===== src/design/keyed_state_cache_defines.svh =====
// assertion macros used by the keyed_state_cache module
`ifndef KEYED_STATE_CACHE_DEFINES_SVH
`define KEYED_STATE_CACHE_DEFINES_SVH

`ifndef ASSERT_OFF

// checked at every edge outside reset
`define KSC_ASSERT(label, prop, msg) \
  label: assert property (@(posedge clk) disable iff (rst) prop) else $error(msg);

// checked at every edge, reset included
`define KSC_ASSERT_ALWAYS(label, prop, msg) \
  label: assert property (@(posedge clk) prop) else $error(msg);

`else

`define KSC_ASSERT(label, prop, msg)
`define KSC_ASSERT_ALWAYS(label, prop, msg)

`endif

`endif


===== src/design/ksc_pkg.sv =====
`default_nettype none

package ksc_pkg;

  localparam int unsigned KEY_W    = 64;
  localparam int unsigned HANDLE_W = 32;
  localparam int unsigned COUNT_W  = 32;
  localparam int unsigned SLOT_W   = 5;
  localparam int unsigned ECOUNT_W = 6;
  localparam int unsigned ENTRY_W  = KEY_W + HANDLE_W;

  typedef enum logic [1:0] {
    ST_HIT     = 2'd0,
    ST_NEW     = 2'd1,
    ST_MISSING = 2'd2,
    ST_FULL    = 2'd3
  } status_t;

  typedef struct packed {
    logic [KEY_W-1:0]    state_hash;
    logic                is_compute;
    logic [HANDLE_W-1:0] compute_shader;
    logic [HANDLE_W-1:0] vertex_shader;
    logic [HANDLE_W-1:0] fragment_shader;
  } req_t;

  typedef struct packed {
    status_t             status;
    logic [SLOT_W-1:0]   slot;
    logic [HANDLE_W-1:0] handle;
    logic [COUNT_W-1:0]  hit_count;
    logic [COUNT_W-1:0]  miss_count;
    logic [ECOUNT_W-1:0] entry_count;
  } rsp_t;

  // request screening result handed to the sequencer
  typedef struct packed {
    logic shader_missing;
    logic key_zero;
  } check_t;

endpackage

`default_nettype wire


===== src/design/ksc_ram.sv =====
`default_nettype none

module ksc_ram #(
  parameter int unsigned WIDTH = 8,
  parameter int unsigned DEPTH = 32
) (
  input  wire logic                     clk,
  input  wire logic                     wr_en,
  input  wire logic [$clog2(DEPTH)-1:0] wr_addr,
  input  wire logic [WIDTH-1:0]         wr_data,
  input  wire logic [$clog2(DEPTH)-1:0] rd_addr,
  output logic      [WIDTH-1:0]         rd_data
);

  logic [WIDTH-1:0] mem [DEPTH];

  always_ff @(posedge clk) begin
    if (wr_en) begin
      mem[wr_addr] <= wr_data;
    end
    rd_data <= mem[rd_addr];
  end

endmodule

`default_nettype wire


===== src/design/ksc_check.sv =====
`default_nettype none

module ksc_check (
  input  wire ksc_pkg::req_t                       req,
  input  wire logic [ksc_pkg::HANDLE_W-1:0]        marker,
  output ksc_pkg::check_t                          chk
);

  logic cs_bad;
  logic vs_bad;
  logic fs_bad;

  assign cs_bad = (req.compute_shader == '0) || (req.compute_shader == marker);
  assign vs_bad = (req.vertex_shader == '0) || (req.vertex_shader == marker);
  assign fs_bad = (req.fragment_shader == '0) || (req.fragment_shader == marker);

  always_comb begin
    chk.shader_missing = req.is_compute ? cs_bad : (vs_bad || fs_bad);
    chk.key_zero       = (req.state_hash == '0);
  end

endmodule

`default_nettype wire


===== src/design/keyed_state_cache.sv =====
// keyed_state_cache: fully associative key table, one request at a time
// path: a missing shader goes straight to the result, a zero key straight to allocation,
// a lookup scans up to N occupied entries with one 64-bit key compare per cycle
// requests: a new one is taken only after the result is loaded, which an output stall
// can delay; stall is high until the result is loaded
// reset: sync active-high rst empties the table, counters to 0, next handle to 1,
// invalid marker to all ones; key/handle storage is not cleared
`default_nettype none
`include "keyed_state_cache_defines.svh"

module keyed_state_cache #(
  parameter int unsigned ENTRIES = 32
) (
  input  wire logic                             clk,
  input  wire logic                             rst,
  input  wire logic                             in_valid,
  output logic                                  in_stall,
  input  wire ksc_pkg::req_t                    in_data,
  output logic                                  out_valid,
  input  wire logic                             out_stall,
  output ksc_pkg::rsp_t                         out_data,
  input  wire logic                             cfg_write,
  input  wire logic [ksc_pkg::HANDLE_W-1:0]     cfg_data
);

  localparam int unsigned IDX_W = $clog2(ENTRIES);
  localparam int unsigned OCC_W = $clog2(ENTRIES + 1);

  typedef enum logic [1:0] {
    S_IDLE,
    S_SCAN,
    S_ALLOC,
    S_EMIT
  } state_t;

  state_t                           state;
  ksc_pkg::req_t                    req;
  logic [IDX_W-1:0]                 cmp_idx;
  logic [OCC_W-1:0]                 occupied;
  logic [ksc_pkg::HANDLE_W-1:0]     next_handle;
  logic [ksc_pkg::COUNT_W-1:0]      hits;
  logic [ksc_pkg::COUNT_W-1:0]      misses;
  logic [ksc_pkg::HANDLE_W-1:0]     marker;
  ksc_pkg::status_t                 res_status;
  logic [IDX_W-1:0]                 res_slot;
  logic [ksc_pkg::HANDLE_W-1:0]     res_handle;

  ksc_pkg::check_t                  chk;
  logic [ksc_pkg::ENTRY_W-1:0]      rd_data;
  logic [IDX_W-1:0]                 rd_addr;
  logic                             wr_en;
  logic                             table_full;
  logic                             last_entry;
  logic                             key_match;
  logic                             out_free;

  ksc_check u_check (
    .req    (in_data),
    .marker (marker),
    .chk    (chk)
  );

  ksc_ram #(
    .WIDTH (ksc_pkg::ENTRY_W),
    .DEPTH (ENTRIES)
  ) u_ram (
    .clk     (clk),
    .wr_en   (wr_en),
    .wr_addr (occupied[IDX_W-1:0]),
    .wr_data ({req.state_hash, next_handle}),
    .rd_addr (rd_addr),
    .rd_data (rd_data)
  );

  assign in_stall   = (state != S_IDLE);
  assign table_full = (occupied == OCC_W'(ENTRIES));
  assign wr_en      = (state == S_ALLOC) && !table_full;
  // entries fill from slot 0 upward and are never freed, so the count bounds the scan
  assign last_entry = ((OCC_W'(cmp_idx) + OCC_W'(1)) == occupied);
  assign key_match  = (rd_data[ksc_pkg::ENTRY_W-1:ksc_pkg::HANDLE_W] == req.state_hash);
  assign out_free   = !out_valid || !out_stall;

  // prefetch the next entry so its data lands as the compare advances
  always_comb begin
    case (state)
      S_SCAN:  rd_addr = cmp_idx + IDX_W'(1);
      default: rd_addr = '0;
    endcase
  end

  always_ff @(posedge clk) begin
    if (rst) begin
      state       <= S_IDLE;
      occupied    <= '0;
      next_handle <= ksc_pkg::HANDLE_W'(1);
      hits        <= '0;
      misses      <= '0;
      marker      <= '1;
      out_valid   <= 1'b0;
    end else begin
      if (cfg_write) begin
        marker <= cfg_data;
      end
      if (out_valid && !out_stall && (state != S_EMIT)) begin
        out_valid <= 1'b0;
      end

      case (state)
        S_IDLE: begin
          if (in_valid) begin
            req     <= in_data;
            cmp_idx <= '0;
            if (chk.shader_missing) begin
              res_status <= ksc_pkg::ST_MISSING;
              res_slot   <= '0;
              res_handle <= '0;
              state      <= S_EMIT;
            end else if (chk.key_zero) begin
              state <= S_ALLOC;
            end else if (occupied == '0) begin
              misses <= misses + 1'b1;
              state  <= S_ALLOC;
            end else begin
              state <= S_SCAN;
            end
          end
        end

        S_SCAN: begin
          if (key_match) begin
            hits       <= hits + 1'b1;
            res_status <= ksc_pkg::ST_HIT;
            res_slot   <= cmp_idx;
            res_handle <= rd_data[ksc_pkg::HANDLE_W-1:0];
            state      <= S_EMIT;
          end else if (last_entry) begin
            misses <= misses + 1'b1;
            state  <= S_ALLOC;
          end else begin
            cmp_idx <= cmp_idx + IDX_W'(1);
          end
        end

        S_ALLOC: begin
          if (table_full) begin
            res_status <= ksc_pkg::ST_FULL;
            res_slot   <= '0;
            res_handle <= '0;
          end else begin
            res_status  <= ksc_pkg::ST_NEW;
            res_slot    <= occupied[IDX_W-1:0];
            res_handle  <= next_handle;
            next_handle <= next_handle + 1'b1;
            occupied    <= occupied + 1'b1;
          end
          state <= S_EMIT;
        end

        S_EMIT: begin
          if (out_free) begin
            out_valid            <= 1'b1;
            out_data.status      <= res_status;
            out_data.slot        <= ksc_pkg::SLOT_W'(res_slot);
            out_data.handle      <= res_handle;
            out_data.hit_count   <= hits;
            out_data.miss_count  <= misses;
            out_data.entry_count <= ksc_pkg::ECOUNT_W'(occupied);
            state                <= S_IDLE;
          end
        end

        default: begin
          state <= S_IDLE;
        end
      endcase
    end
  end

  `KSC_ASSERT(a_occ_bound, occupied <= OCC_W'(ENTRIES), "entry count beyond table size")
  `KSC_ASSERT(a_scan_in_range,
              (state == S_SCAN) |-> (OCC_W'(cmp_idx) < occupied),
              "scan past last entry")
  `KSC_ASSERT(a_alloc_grows,
              (state == S_ALLOC) && !table_full |=> occupied == $past(occupied) + 1'b1,
              "insert did not grow table")
  `KSC_ASSERT(a_emit_loads,
              (state == S_EMIT) && out_free |=> out_valid && (state == S_IDLE),
              "result not loaded")
  `KSC_ASSERT_ALWAYS(a_reset_idle,
                     rst |=> (state == S_IDLE) && !out_valid && (occupied == '0),
                     "reset left state behind")

endmodule

`default_nettype wire

===== config.mk =====
export PLATFORM = sky130hd
export DESIGN_NAME = keyed_state_cache
export DESIGN_NICKNAME = d
export VERILOG_FILES = /design/src/design/ksc_pkg.sv /design/src/design/ksc_ram.sv /design/src/design/ksc_check.sv /design/src/design/keyed_state_cache.sv
export VERILOG_INCLUDE_DIRS = /design/src /design/src/design
export SDC_FILE = /design/constraint.sdc
export NUM_CORES = 2
export LEC_CHECK = 0
export BUFFER_PORTS_ARGS = -buffer_cell sky130_fd_sc_hd__buf_2
export CORE_ASPECT_RATIO = 0.9
export CORE_MARGIN = 5
export CORE_UTILIZATION = 48
export DETAILED_ROUTE_END_ITERATION = 6
export PLACE_DENSITY = 0.63
export SLEW_MARGIN = 25
export SYNTH_ARGS = -nofsm -noshare
export SYNTH_HDL_FRONTEND = slang
export SYNTH_SLANG_ARGS = --single-unit

===== constraint.sdc =====
create_clock -name clk -period 9.4 [get_ports clk]
set_clock_uncertainty 0.15 [all_clocks]
set_input_delay 0 -clock clk [delete_from_list [all_inputs] [get_ports clk]]
set_output_delay 0 -clock clk [all_outputs]
set_load 0.05 [all_outputs]

==> results by group <==
Outcome
  – Status: complete, but fails checks
  – Failing checks: design-rule violations

Synthesis
  – Mapped cell area: 136000 um2
  – Sequential-to-total area share from yosys stat: 76.1%
  – Largest cells by area after synthesis: edfxtp_1 73%, o221ai_1 4.9%, nand2_1 4.4%, dfxtp_1 3.4%, nand3_1 2.9%
  – Predominant post-synthesis flop cell: edfxtp_1
  – Mapped Cells: 9370
  – Syn Nets: 9581
  – Register bit total from synthesis: 3522
  – Distinct cells, synth: 57
  – Syn Area/Cell: 14.5 um2
  – Asr flop ratio synth: 0%
  – Number of flops mapped to enable cells by yosys: 3289
  – Ys Warns: 0
  – Top cell type's share of synthesized area: 72.6%
  – Post-synth top area cell: edfxtp_1

Route
  – Initial DRT Pass Iterations: 7
  – Vias per inst: 6.25
  – Drt drc: 2
  – Vias: 86100
  – Drt wl/cell: 27.7 um
  – Antenna-violating nets left: 0
  – Initial drt markers: 11400
  – Final wirelength: 382 mm

Final layout
  – Ratio of cells with drive above 1 in the final layout: 11.1%
  – Layout area overhead: 14.7%
  – Final net count: 9944
  – Fillers: 22100
  – Area of the multi-input gates: 30000 um2
  – Finished Layout Cells: 13800
  – Final Cell Area: 156000 um2
  – Final core utilization: 55.2%
  – Sequential Area: 103000 um2
  – Commonest non-fill, non-tap cell in the layout: edfxtp_1
  – Commonest non-fill, non-tap cells in the layout: 3289 x edfxtp_1, 1582 x nand2_1, 798 x nand3_1

Placement
  – IO Port Bufs: 308
  – Worst slack, placed: 3.98 ns
  – Dpl hpwl: 173 mm
  – Placed inst area: 142000 um2
  – Routability congestion estimate: 0.835
  – Placed cells: 12900

Clock network
  – CTS tree: yes
  – PostCTS Resize Cnt: 0
  – Root buffer cell: clkbuf_16
  – Post-CTS Setup Bufs: 0
  – CTS Buf Count: 357
  – # H-tree levels: 5
  – CTS max path bufs: 4
  – Clk sink count: 3522
  – CTS clock-pin slew for the worst setup and hold paths: 0.06 ns
  – Worst skew pair latency: 0.89 ns
  – Count of hold-fix buffers inserted at cts: 237

Power and ir drop
  – Pwr/cell area: 250 nW/um2
  – VDD IR-drop max: 0.166 mV
  – Total power: 39.0 mW
  – Leak Pwr: 50.2 nW

Worst setup path
  – Reg2reg setup slack: 3.83 ns
  – Cells along the critical path: xnor2_1 -> nand4_1 -> nor4_1 -> and4_1 -> nand4_1 -> or4_1 -> a21oi_1
  – Worst path slowest cell: nand4_1
  – Worst path most repeated cell: nand4_1
  – Worst Setup Path Type: reg -> reg
  – Crit end category: flop
  – Crit-path max cell delay: 0.91 ns
  – Startpoint Class: flop
  – Worst EP required: 10.04 ns
  – Crit Path Max Fanout: 33
  – Critical Path AT: 6.20 ns

Flow run
  – Maxcap violations: 0

Timing
  – Hold WS: 0.0430 ns
  – Slew HR: 23.4%
  – Post-route setup slack: 3.83 ns
  – Worst-Margin Slew: 1.14 ns
  – RSZ-0062 raised after global routing: false
  – # setup viols final: 0
  – Slew Viols, Final: 0
  – Setup TNS: 0 ns
  – Period Utilization, post-route: 59.2%
  – Max frequency: 180 MHz
  – Post-layout min period: 5.57 ns
  – Hold Vio Cnt, Final: 0

Floorplan
  – Initial Util: 48.2%
  – # IOs: 309
  – Core outline area: 282000 um2
  – Height of the die: 515 um
  – Site Rows: 185
  – Die X: 571 um
  – DIE AREA: 294000 um2

Global route
  – Overflow after GRT: 0
  – Vias in the first global route: 82100
  – Largest net degree at the start of global routing: 199
  – First-pass GRT wire length: 557 mm
  – Total track usage: 25.2%
  – Antenna violations before repair: 4

Worst hold path
  – Worst hold path class: in -> reg
==> critical path, delay by kind of cell (launching register included) <==
kind            cells  cell delay, ns
compound gates      1            0.17
xor+xnor            1            0.56
flops               1            0.78
simple gates        5            3.78
==> cell usage after synthesis, drive strengths merged (9+ instances only) <==
master   count
o21ai       13
o31ai       17
clkbuf     687
a211oi     121
a2111oi      9
a211o       32
buf         44
nand2     1585
xnor2      175
a21oi      519
nand4       83
o221ai     768
dfxtp      233
mux2        31
nor3        13
or4         18
a21o        96
nand2b      10
nor2b      102
xor2        29
or3         14
edfxtp    3289
ha          13
nor2       108
a311oi     192
nand3      798
nor4        55
a22oi       38
a31oi      194
inv         29
and3        17
==> cell type report <==
| class | instances | area share, % |
|---|---|---|
| antenna | 2 | 0.00321 |
| timing repair buffer | 735 | 3.88 |
| multi-input combinational | 5087 | 19.2 |
| inverter | 30 | 0.0867 |
| sequential | 3522 | 66.4 |
| clock buffer | 499 | 6.41 |
| tap | 3740 | 3.00 |
| clock inverter | 151 | 1.01 |
==> report_power, final <==
part	total [mW]	leakage (nW)	switching, mW	internal [mW]
sequential	18.1	31.9	0.318	17.8
clock	14.0	5.63	5.82	8.19
combinational	6.85	12.7	4.78	2.07
total	39.0	50.2	10.9	28.1
==> per-layer routing <==
layer  track usage [%]  part of all wire, %  wire length (um)  vias up
li1                  -                    -                 -    37500
met1              37.0                   42            159000    43500
met2              39.5                   46            177000     4431
met3              3.75                  9.0             34500      684
met4              7.16                  2.9             11100        4
met5                 0               0.0037                14        -
==> logic make-up (layout without fill, tap and decap cells) <==
group,count (synthesis),after routing,synth area share (%)
muxes,34,34,0.279
DFF,3522,3522,76.1
and+or+nand+nor,2826,2826,9.18
xor gates and xnor gates,204,204,1.31
other,0,2,0
AOI/OAI and AO/OA,2010,2010,10.9
adders and majority gates,13,13,0.120
buffers and inverters,761,1415,2.12
==> registers in the layout, indices dropped and copies added (netlist names) <==
signal         count
u_ram.mem       3072
marker            32
req               64
hits              32
next_handle       32
out_valid          1
cmp_idx            5
res_status         2
occupied           6
out_data         109
res_handle        32
res_slot           5
u_ram.rd_data     96
misses            32
state              2
==> worst paths after layout <==
path / to / startpoint / cells after the start
setup reg to reg: hits[14] / req[116] / 7
setup / recovery: hits[14] / req[116] / 7
hold / removal: state[1] / in_data[96] / 6
hold reg to reg: out_data[96] / res_handle[26] / 0
Note: power is estimated with default switching activity, not from simulation.
